### config.mk
export PLATFORM = sky130hd
export DESIGN_NAME = rcs_file_tokenizer
export DESIGN_NICKNAME = d
export VERILOG_FILES = /design/src/rcsft_pkg.sv /design/src/rcsft_front.sv /design/src/rcsft_queue.sv /design/src/rcsft_back.sv /design/src/rcs_file_tokenizer.sv
export SDC_FILE = /design/constraint.sdc
export NUM_CORES = 1
export LEC_CHECK = 0
export BUFFER_PORTS_ARGS = -buffer_cell sky130_fd_sc_hd__buf_2
export CORE_MARGIN = 2
export CORE_UTILIZATION = 60
export DETAILED_ROUTE_END_ITERATION = 10
export PLACE_DENSITY = 0.79
export SYNTH_ARGS = -nofsm -noshare
export SYNTH_HDL_FRONTEND = slang
export SYNTH_SLANG_ARGS = --single-unit
### constraint.sdc
create_clock -name clock -period 3.4 [get_ports clock]
set_input_delay 0.68 -clock clock [delete_from_list [all_inputs] [get_ports clock]]
set_output_delay 0.68 -clock clock [all_outputs]
set_load 0.02 [all_outputs]
### src/rcsft_pkg.sv
// Shared types and constants for the RCS file tokenizer.
package rcsft_pkg;

   localparam int QUEUE_DEPTH = 4;
   localparam int QUEUE_PTR_W = $clog2(QUEUE_DEPTH);
   localparam int QUEUE_CNT_W = $clog2(QUEUE_DEPTH + 1);

   localparam logic [7:0] CH_SPACE = 8'h20;
   localparam logic [7:0] CH_TAB   = 8'h09;
   localparam logic [7:0] CH_FF    = 8'h0C;
   localparam logic [7:0] CH_LF    = 8'h0A;
   localparam logic [7:0] CH_CR    = 8'h0D;
   localparam logic [7:0] CH_AT    = 8'h40;
   localparam logic [7:0] CH_SEMI  = 8'h3B;

   typedef enum logic [1:0] {
      KIND_WORD = 2'd0,
      KIND_STR  = 2'd1,
      KIND_SEMI = 2'd2,
      KIND_EOI  = 2'd3
   } kind_type;

   typedef enum logic [1:0] {
      ERR_NONE   = 2'd0,
      ERR_EOF    = 2'd1,
      ERR_UNTERM = 2'd2
   } err_type;

   typedef struct packed {
      logic       has_byte;
      logic [7:0] data_byte;
      kind_type   kind;
      logic       token_last;
      err_type    error;
   } result_type;

   // One classified input word: one or two results to emit.
   typedef struct packed {
      logic       two;
      result_type first;
      result_type second;
   } cmd_type;

   localparam result_type NO_RESULT = '{
      has_byte:   1'b0,
      data_byte:  8'h00,
      kind:       KIND_WORD,
      token_last: 1'b0,
      error:      ERR_NONE
   };

   function automatic logic is_space(input logic [7:0] c);
      return (c == CH_SPACE) || (c == CH_TAB) || (c == CH_FF) ||
             (c == CH_LF) || (c == CH_CR);
   endfunction

endpackage

### src/rcsft_front.sv
// Front end: accept input words, track lexer mode, build result commands.
module rcsft_front
   import rcsft_pkg::*;
(
   input  logic       clock,
   input  logic       reset,
   input  logic       req_valid,
   input  logic [7:0] req_in_byte,
   input  logic       req_end_of_input,
   input  logic       req_eof_allowed,
   input  logic       queue_full,
   output logic       push,
   output cmd_type    cmd
);

   typedef enum logic [1:0] {
      MODE_IDLE   = 2'd0,
      MODE_WORD   = 2'd1,
      MODE_STR    = 2'd2,
      MODE_STR_AT = 2'd3
   } mode_type;

   mode_type   mode_ff, mode_in;
   logic       accept;
   logic       ib_emit;
   result_type ib_res;
   mode_type   ib_mode;
   logic [1:0] count;
   result_type r0, r1;
   logic [7:0] c;
   logic       eoi;

   assign c      = req_in_byte;
   assign eoi    = req_end_of_input;
   assign accept = req_valid && !queue_full;

   // Classify a byte seen between tokens.
   always_comb begin
      ib_emit = 1'b0;
      ib_res  = NO_RESULT;
      ib_mode = MODE_IDLE;
      if (is_space(c)) begin
         ib_emit = 1'b0;
      end else if (c == CH_SEMI) begin
         ib_emit = 1'b1;
         ib_res  = '{has_byte: 1'b1, data_byte: c, kind: KIND_SEMI,
                     token_last: 1'b1, error: ERR_NONE};
      end else if (c == CH_AT) begin
         ib_mode = MODE_STR;
      end else begin
         ib_emit = 1'b1;
         ib_res  = '{has_byte: 1'b1, data_byte: c, kind: KIND_WORD,
                     token_last: 1'b0, error: ERR_NONE};
         ib_mode = MODE_WORD;
      end
   end

   always_comb begin
      count   = 2'd0;
      r0      = NO_RESULT;
      r1      = NO_RESULT;
      mode_in = mode_ff;
      case (mode_ff)
         MODE_IDLE: begin
            if (eoi) begin
               count = 2'd1;
               r0    = '{has_byte: 1'b0, data_byte: 8'h00, kind: KIND_EOI,
                         token_last: 1'b1,
                         error: req_eof_allowed ? ERR_NONE : ERR_EOF};
            end else begin
               count   = {1'b0, ib_emit};
               r0      = ib_res;
               mode_in = ib_mode;
            end
         end
         MODE_WORD: begin
            if (eoi) begin
               count   = 2'd1;
               r0      = '{has_byte: 1'b0, data_byte: 8'h00, kind: KIND_WORD,
                           token_last: 1'b1, error: ERR_NONE};
               mode_in = MODE_IDLE;
            end else if (is_space(c) || c == CH_SEMI) begin
               count   = ib_emit ? 2'd2 : 2'd1;
               r0      = '{has_byte: 1'b0, data_byte: 8'h00, kind: KIND_WORD,
                           token_last: 1'b1, error: ERR_NONE};
               r1      = ib_res;
               mode_in = ib_mode;
            end else begin
               count = 2'd1;
               r0    = '{has_byte: 1'b1, data_byte: c, kind: KIND_WORD,
                         token_last: 1'b0, error: ERR_NONE};
            end
         end
         MODE_STR: begin
            if (eoi) begin
               count   = 2'd1;
               r0      = '{has_byte: 1'b0, data_byte: 8'h00, kind: KIND_STR,
                           token_last: 1'b1, error: ERR_UNTERM};
               mode_in = MODE_IDLE;
            end else if (c == CH_AT) begin
               mode_in = MODE_STR_AT;
            end else begin
               count = 2'd1;
               r0    = '{has_byte: 1'b1, data_byte: c, kind: KIND_STR,
                         token_last: 1'b0, error: ERR_NONE};
            end
         end
         MODE_STR_AT: begin
            if (!eoi && c == CH_AT) begin
               count   = 2'd1;
               r0      = '{has_byte: 1'b1, data_byte: CH_AT, kind: KIND_STR,
                           token_last: 1'b0, error: ERR_NONE};
               mode_in = MODE_STR;
            end else begin
               r0 = '{has_byte: 1'b0, data_byte: 8'h00, kind: KIND_STR,
                      token_last: 1'b1, error: ERR_NONE};
               if (eoi) begin
                  count   = 2'd1;
                  mode_in = MODE_IDLE;
               end else begin
                  count   = ib_emit ? 2'd2 : 2'd1;
                  r1      = ib_res;
                  mode_in = ib_mode;
               end
            end
         end
         default: begin
            mode_in = MODE_IDLE;
         end
      endcase
   end

   // Pack the first result in the first slot; a single result never uses the second.
   always_comb begin
      cmd.two    = (count == 2'd2);
      cmd.first  = r0;
      cmd.second = r1;
      push       = accept && (count != 2'd0);
   end

   always_ff @(posedge clock) begin
      if (reset) begin
         mode_ff <= MODE_IDLE;
      end else if (accept) begin
         mode_ff <= mode_in;
      end
   end

endmodule

### src/rcsft_queue.sv
// Short command queue between the front end and the output stage.
module rcsft_queue
   import rcsft_pkg::*;
(
   input  logic    clock,
   input  logic    reset,
   input  logic    push,
   input  cmd_type push_cmd,
   input  logic    pop,
   output cmd_type head,
   output logic    empty,
   output logic    full
);

   cmd_type                entries_ff [QUEUE_DEPTH];
   logic [QUEUE_PTR_W-1:0] wr_ptr_ff, wr_ptr_in;
   logic [QUEUE_PTR_W-1:0] rd_ptr_ff, rd_ptr_in;
   logic [QUEUE_CNT_W-1:0] count_ff, count_in;

   assign empty = (count_ff == QUEUE_CNT_W'(0));
   assign full  = (count_ff == QUEUE_CNT_W'(QUEUE_DEPTH));
   assign head  = entries_ff[rd_ptr_ff];

   always_comb begin
      wr_ptr_in = push ? wr_ptr_ff + QUEUE_PTR_W'(1) : wr_ptr_ff;
      rd_ptr_in = pop ? rd_ptr_ff + QUEUE_PTR_W'(1) : rd_ptr_ff;
      count_in  = count_ff + QUEUE_CNT_W'(push) - QUEUE_CNT_W'(pop);
   end

   always_ff @(posedge clock) begin
      if (push) begin
         entries_ff[wr_ptr_ff] <= push_cmd;
      end
   end

   always_ff @(posedge clock) begin
      if (reset) begin
         wr_ptr_ff <= '0;
         rd_ptr_ff <= '0;
         count_ff  <= '0;
      end else begin
         wr_ptr_ff <= wr_ptr_in;
         rd_ptr_ff <= rd_ptr_in;
         count_ff  <= count_in;
      end
   end

endmodule

### src/rcsft_back.sv
// Back end: expand queued commands into result words behind an output register.
module rcsft_back
   import rcsft_pkg::*;
(
   input  logic       clock,
   input  logic       reset,
   input  cmd_type    head,
   input  logic       empty,
   output logic       pop,
   output logic       rsp_valid,
   input  logic       rsp_stall,
   output logic       rsp_has_byte,
   output logic [7:0] rsp_data_byte,
   output logic [1:0] rsp_kind,
   output logic       rsp_token_last,
   output logic [1:0] rsp_error
);

   logic       rsp_valid_ff;
   result_type rsp_ff;
   logic       phase_ff, phase_in;
   logic       load;
   logic       take;

   assign load = !rsp_valid_ff || !rsp_stall;
   assign take = load && !empty;
   assign pop  = take && (phase_ff || !head.two);

   always_comb begin
      phase_in = phase_ff;
      if (take) begin
         phase_in = !pop;
      end
   end

   always_ff @(posedge clock) begin
      if (reset) begin
         rsp_valid_ff <= 1'b0;
         phase_ff     <= 1'b0;
      end else begin
         phase_ff <= phase_in;
         if (load) begin
            rsp_valid_ff <= !empty;
         end
      end
   end

   always_ff @(posedge clock) begin
      if (take) begin
         rsp_ff <= phase_ff ? head.second : head.first;
      end
   end

   assign rsp_valid      = rsp_valid_ff;
   assign rsp_has_byte   = rsp_ff.has_byte;
   assign rsp_data_byte  = rsp_ff.data_byte;
   assign rsp_kind       = rsp_ff.kind;
   assign rsp_token_last = rsp_ff.token_last;
   assign rsp_error      = rsp_ff.error;

endmodule

### src/rcs_file_tokenizer.sv
// RCS file tokenizer: one input byte per cycle when not stalled, up to two result words per byte.
// The first result word of a byte is written into the command queue, then into the output register.
// Throughput: one input word per cycle while the queue is not full and each byte yields at most one
// result; a two-result byte uses the single output register twice, absorbed by a 4-entry queue.
// Reset (synchronous): lexer mode returns to between-tokens, queue and output register empty.
module rcs_file_tokenizer
   import rcsft_pkg::*;
(
   input  logic       clock,
   input  logic       reset,
   input  logic       req_valid,
   output logic       req_stall,
   input  logic [7:0] req_in_byte,
   input  logic       req_end_of_input,
   input  logic       req_eof_allowed,
   output logic       rsp_valid,
   input  logic       rsp_stall,
   output logic       rsp_has_byte,
   output logic [7:0] rsp_data_byte,
   output logic [1:0] rsp_kind,
   output logic       rsp_token_last,
   output logic [1:0] rsp_error
);

   logic    push;
   cmd_type push_cmd;
   logic    pop;
   cmd_type head;
   logic    empty;
   logic    full;

   assign req_stall = full;

   rcsft_front u_front (
      .clock            (clock),
      .reset            (reset),
      .req_valid        (req_valid),
      .req_in_byte      (req_in_byte),
      .req_end_of_input (req_end_of_input),
      .req_eof_allowed  (req_eof_allowed),
      .queue_full       (full),
      .push             (push),
      .cmd              (push_cmd)
   );

   rcsft_queue u_queue (
      .clock    (clock),
      .reset    (reset),
      .push     (push),
      .push_cmd (push_cmd),
      .pop      (pop),
      .head     (head),
      .empty    (empty),
      .full     (full)
   );

   rcsft_back u_back (
      .clock          (clock),
      .reset          (reset),
      .head           (head),
      .empty          (empty),
      .pop            (pop),
      .rsp_valid      (rsp_valid),
      .rsp_stall      (rsp_stall),
      .rsp_has_byte   (rsp_has_byte),
      .rsp_data_byte  (rsp_data_byte),
      .rsp_kind       (rsp_kind),
      .rsp_token_last (rsp_token_last),
      .rsp_error      (rsp_error)
   );

endmodule

### After elaboration in Yosys (flattened, before gate mapping)

Memory sizes are Yosys's and may differ from the RTL's. A register that Yosys moved wholly into a read port is not among the register bits.
Cells that the tools add are included.

| word-level totals | value |
|---|---|
| register bits after elaboration | 25 |
| memory bits (writable) | 116 |
| bits of input ports | 14 |
| output and inout bits | 16 |
| logic and storage cells | 98 |
| memories kept | 1 |

| operators by class | value |
|---|---|
| $add $sub $neg | 4 |
| eq/ne operators | 15 |
| multiplexer cells | 44 |
| reduce and logical (&&, ||, !) cells | 23 |

Memories:

| name | depth | bits a word | read ports | clocked after Yosys merged registers in | wr ports | RTL line | source |
|---|---|---|---|---|---|---|---|
| u_queue.entries_ff | 4 | 29 | 1 | 1 | 1 | rcsft_queue.sv:15 | `cmd_type entries_ff [QUEUE_DEPTH];` |

Operators by type and width:

| operator | number |
|---|---|
| 14-bit 2-to-1 mux | 14 |
| 14-bit case mux with 4 select lines | 1 |
| 2-bit 2-to-1 mux | 18 |
| 8-bit by 4-bit equality test with 1-bit output (second input constant) | 4 |
| 14-bit case mux with 2 select lines | 1 |
| 8-bit by 6-bit equality test with 1-bit output (second input constant) | 2 |
| 2-bit case mux with 4 select lines | 2 |
| 8-bit by 7-bit equality test with 1-bit output (second input constant) | 1 |
| 1-bit 2-to-1 mux | 8 |
| 1-bit logical NOT | 7 |
| 1-bit logical OR | 7 |
| 2-bit equality test (second input constant) | 3 |
| 3-bit by 2-bit != test with 1-bit output (second input constant) | 2 |
| 1-bit logical AND | 5 |
| 2-bit by 1-bit adder with 2-bit output (second input constant) | 2 |
| 4-bit AND reduction | 1 |
| 3-bit by 1-bit adder with 3-bit output | 1 |
| 3-bit equality test (second input constant) | 1 |
| 3-bit logical NOT | 1 |
| 3-bit by 1-bit subtractor with 3-bit output | 1 |
| 2-bit by 1-bit equality test with 1-bit output (second input constant) | 1 |
| 2-bit logical NOT | 1 |
| 2-bit != test (second input constant) | 1 |
| 2-bit nonzero test | 1 |

### Longest topological paths before layout

| depth | value |
|---|---|
| depth in word-level cells | 14 |
| gate-level depth with buffers | 10 |
| mapped depth without buffers | 9 |

### Modules after synthesis

A second synthesis with hierarchy kept.

| second synthesis, totals | value |
|---|---|
| cells, all modules | 332 |
| area total of the unflattened synthesis | 6,005.8 um2 |

By module, submodules not included:

| module | times used | cells each | area each (um2) | sequential area each (um2) |
|---|---|---|---|---|
| rcsft_queue | 1 | 193 | 4,631.9 | 3,663.5 |
| rcsft_back | 1 | 40 | 688.2 | 460.4 |
| rcsft_front | 1 | 99 | 685.7 | 40.0 |

### Least setup slack after synthesis

Ideal clock, no wire load.

| timing path | value |
|---|---|
| path type | input -> register |
| start | in req_in_byte[1] |
| end | mem u_queue.entries_ff[2][11] (netlist bit) (enable) |
| library setup time | 0.384 ns |
| arrival | 2.641 ns |
| data required time | 3.016 ns |
| path slack | 0.375 ns |
| stages on the path | 6 |
| buffers on the path | 1 |
| cells stage by stage | or3_1 -> a32o_1 -> and2_4 -> buf_6 -> a311oi_4 -> and2_1 |

| on the way | value |
|---|---|
| longest elaborated chain between the ends | 14 |
| elaborated cells on any way between the ends | 29 |
| those cells by class | eq/ne: 7; mux: 14; reduce/logical: 8 |

RTL lines:

| what | RTL line | source |
|---|---|---|
| from (decl) | rcs_file_tokenizer.sv:13 | `input logic [7:0] req_in_byte,` |
| 8-bit by 6-bit equality test with 1-bit output / 8-bit by 4-bit equality test with 1-bit output (equally long branches) | rcsft_pkg.sv:53 | `return (c == CH_SPACE) \|\| (c == CH_TAB) \|\| (c == CH_FF) \|\|` |
| 1-bit logical OR (3 in series) | rcsft_pkg.sv:53 |  |
| 1-bit logical OR | rcsft_pkg.sv:54 | `(c == CH_LF) \|\| (c == CH_CR);` |
| 1-bit 2-to-1 mux | rcsft_front.sv:42 | `if (is_space(c)) begin` |
| 2-bit 2-to-1 mux | rcsft_front.sv:83, rcsft_front.sv:121 |  |
| 2-bit 2-to-1 mux (on tied branches) | rcsft_front.sv:117, rcsft_front.sv:82 |  |
| 2-bit 2-to-1 mux (on tied branches) | rcsft_front.sv:109, rcsft_front.sv:77 |  |
| 2-bit case mux with 4 select lines (*) | rcsft_front.sv:63 | `case (mode_ff)` |
| 2-bit nonzero test (*) | rcsft_front.sv:138 | `push = accept && (count != 2'd0);` |
| 1-bit logical AND (*) | rcsft_front.sv:138 |  |
| via push | rcs_file_tokenizer.sv:25 | `logic push;` |
| 1-bit 2-to-1 mux (*) | rcsft_queue.sv:31 | `if (push) begin` |
| 1-bit 2-to-1 mux (implied by the code) (*) | rcsft_queue.sv:32 | `entries_ff[wr_ptr_ff] <= push_cmd;` |
| to (decl) | rcsft_queue.sv:15 |  |

The timed path passes the listed nets; every way through them passes the cells marked *.

==> results.json <==
{
  "synthCells": 313,
  "worst_slew_pin_slew_ns": 1.048,
  "insertedDiodeCount": 0,
  "regArea_um2": 3684,
  "clock_skew_ns": 0.006599,
  "synth_cell_types": 45,
  "period_needed_ns": 2.607,
  "place_congestion": 0.8305,
  "core_um2": 8593,
  "rows": 34,
  "htree_num_levels": 4,
  "drc": 0,
  "cts_tree": "done",
  "cts_resized": 0,
  "fin_nets": 382,
  "syn_area_per_cell_um2": 16.67,
  "grt_pass1_vias": 2995,
  "fin_crit_sh_pct": 76.68,
  "synth_top_cell_area_share_pct": 65.63,
  "start_util_pct": 60.70,
  "antenna_found_initial": 0,
  "cts_sinks": 127,
  "critical_path_class": "reg2reg",
  "cp.required_ns": 3.79,
  "yosysSeqAreaShare_pct": 70.62,
  "clock.fmax_mhz": 383.6,
  "ctsHoldBuffers": 0,
  "synth-warning-count": 0,
  "post_drt_wl_per_cell_um": 21.05,
  "ios": 30,
  "hp-class": "in2reg",
  "grt_pass1_wl_um": 16350,
  "design_area_um2": 6195,
  "synthTopCellsByArea": "edfxtp_1 (66%), mux4_2 (11%), dfxtp_1 (5.0%)",
  "status": "completed",
  "cts.root.buffer_cell": "clkbuf_8",
  "wl_um": 10140,
  "arrival_ns": 3.00,
  "cap_violations": 0,
  "finalMaxSlewViolations": 0,
  "via_per_inst": 6.002,
  "clk_pin_slew_worst_paths_ns": 0.06,
  "dpl.hpwl_um": 5760,
  "peakVddDrop_mv": 0.3674,
  "power.total_mw": 5.055,
  "cts_setup_buffers": 0,
  "ys_ff_latch": 127,
  "grt_setup_unrepaired": "no",
  "place_area_um2": 5588,
  "drt_iter0_drc": 188,
  "drtPass1Iterations": 4,
  "grt_max_degree": 26,
  "track_usage_pct": 23.30,
  "drive_above_1_share_pct": 28.34,
  "worstSkewPairLatency_ns": 0.51,
  "cts_buffers": 17,
  "worstPathMaxFanout": 3,
  "synth_top_area_cell": "edfxtp_1",
  "finalSetupViolCount": 0,
  "setup_tns_ns": 0,
  "fill_cells": 528,
  "area_growth_pct": 18.76,
  "leakage_nw": 2.226,
  "worstSetupEndpointType": "flop",
  "syn_nets": 334,
  "dieHeight_um": 97.24,
  "clock_path_buffers": 2,
  "crit_path_start_kind": "flop",
  "die_w_um": 97.24,
  "multi_input_area_um2": 1439,
  "vias": 2893,
  "relSlewSlack_pct": 30.13,
  "hold_violations": 0,
  "overflow": 0,
  "synth_area_um2": 5216,
  "die-area_um2": 9456,
  "port_buffers": 29,
  "ant_nets": 0,
  "power_density_nw_per_um2": 816.0
}
## worst paths after layout
check             slack [ns]  cells after the start                           endpoint                              start
setup reg to reg        0.79                     10     u_queue.count_ff[2]$_SDFF_PP0_                               flop
hold / removal          0.46                      3      u_back.rsp_valid$_SDFFE_PP0P_                          rsp_stall
hold reg to reg         0.51                      2  u_queue.wr_ptr_ff[1]$_SDFFE_PP0P_  u_queue.wr_ptr_ff[1]$_SDFFE_PP0P_
setup / recovery        0.79                     10     u_queue.count_ff[2]$_SDFF_PP0_                               flop
## metrics by stage
| stage | util [%] | hold slack, ns | setup slack, ns | std cells |
|---|---|---|---|---|
| floorplan | - | 0.4623 | 0.3749 | 313 |
| global placement | 65.03 | 0.4935 | 0.4100 | 450 |
| detailed placement | 65.03 | 0.5123 | 0.3802 | 450 |
| CTS | 72.09 | 0.4348 | 0.7455 | 482 |
| global route | 72.09 | 0.4560 | 0.6568 | 482 |
| finish | 72.09 | 0.4580 | 0.7930 | 482 |
## layout by cell type (no fill, tap or decap), types with 3 or more instances in the layout
| cell type | n |
|---|---|
| mux4_2 | 25 |
| clkbuf_16 | 16 |
| bufinv_16 | 4 |
| clkinvlp_4 | 4 |
| buf_2 | 29 |
| inv_1 | 10 |
| ha_1 | 6 |
| nor2_1 | 13 |
| buf_4 | 9 |
| nand2b_1 | 5 |
| a21oi_1 | 7 |
| and2_1 | 20 |
| buf_12 | 4 |
| edfxtp_1 | 114 |
| nor2b_1 | 3 |
| nand2_1 | 36 |
| nor4_1 | 3 |
| o21ai_0 | 3 |
| xnor2_1 | 3 |
| nor3_1 | 7 |
| dfxtp_1 | 13 |
## layout make-up
cell class | count | area share, %
multi-input cells | 163 | 23.23
inverters | 10 | 0.6059
flip-flops and latches | 127 | 59.46
well taps | 108 | 2.181
repair buffers | 42 | 4.726
clock inverters | 14 | 3.050
clock buffers | 18 | 6.746
## registers in the layout, indices dropped and copies added (netlist names), named ones only
register,count
u_back.rsp_data_byte,8
u_back.rsp_error,2
u_back.rsp_has_byte,1
u_queue.rd_ptr_ff,2
u_back.rsp_kind,2
u_back.rsp_valid,1
u_back.phase_ff,1
u_queue.count_ff,3
u_front.mode_ff,2
u_queue.entries_ff,100
u_queue.wr_ptr_ff,2
u_back.rsp_token_last,1
## synth_stat cells (all sizes together)
cell and count:
a2111oi 2, a21oi 8, a221oi 2, a311oi 1
a31oi 1, a32o 1, and2 21, and3 1
and3b 1, and4b 1, buf 5, clkbuf 8
dfxtp 13, edfxtp 114, fa 1, ha 6
inv 10, mux2 2, mux2i 2, mux4 25
nand2 36, nand2b 5, nand3 2, nand4 1
nand4b 1, nor2 13, nor2b 3, nor3 7
nor3b 1, nor4 5, o21ai 3, o221a 1
o22ai 1, o31ai 1, o32ai 1, or2 1
or3 2, xnor2 3, xor2 1
## cell families (layout without fill, tap and decap cells)
| family | Yosys count | in the layout | synth area share, % |
|---|---|---|---|
| fa+ha+maj | 7 | 7 | 1.823 |
| flops | 127 | 127 | 70.62 |
| buf+inv | 23 | 84 | 1.871 |
| simple gates | 101 | 101 | 10.03 |
| mux | 29 | 29 | 11.68 |
| xor+xnor | 4 | 4 | 0.6717 |
| compound gates | 22 | 22 | 3.310 |
## power by group
group | switching (mW) | leakage (nW) | internal [mW]
clock network | 0.654 | 0.283 | 1.19
logic | 0.652 | 0.729 | 0.463
registers | 0.0851 | 1.21 | 2.01
total | 1.39 | 2.23 | 3.66
## critical path, cell delays in order, from the launching register on
cell and delay, ns:
dfxtp_1 0.35, mux4_2 0.51, a221oi_1 0.31, buf_4 0.19
ha_1 0.13, inv_1 0.04, ha_1 0.18, fa_1 0.41
xnor2_1 0.18, xnor2_1 0.14, nor2_1 0.05
## routing by layer
layer / GRT usage [%] / vias up / share of wire (%)
met1: 29.84 / 1458 / 42
met3: 6.331 / 12 / 4.9
met4: 8.654 / 0 / 1.4
li1: - / 1304 / -
met5: 0 / - / 0
met2: 38.73 / 119 / 52
(Power assumes the default switching activity.)
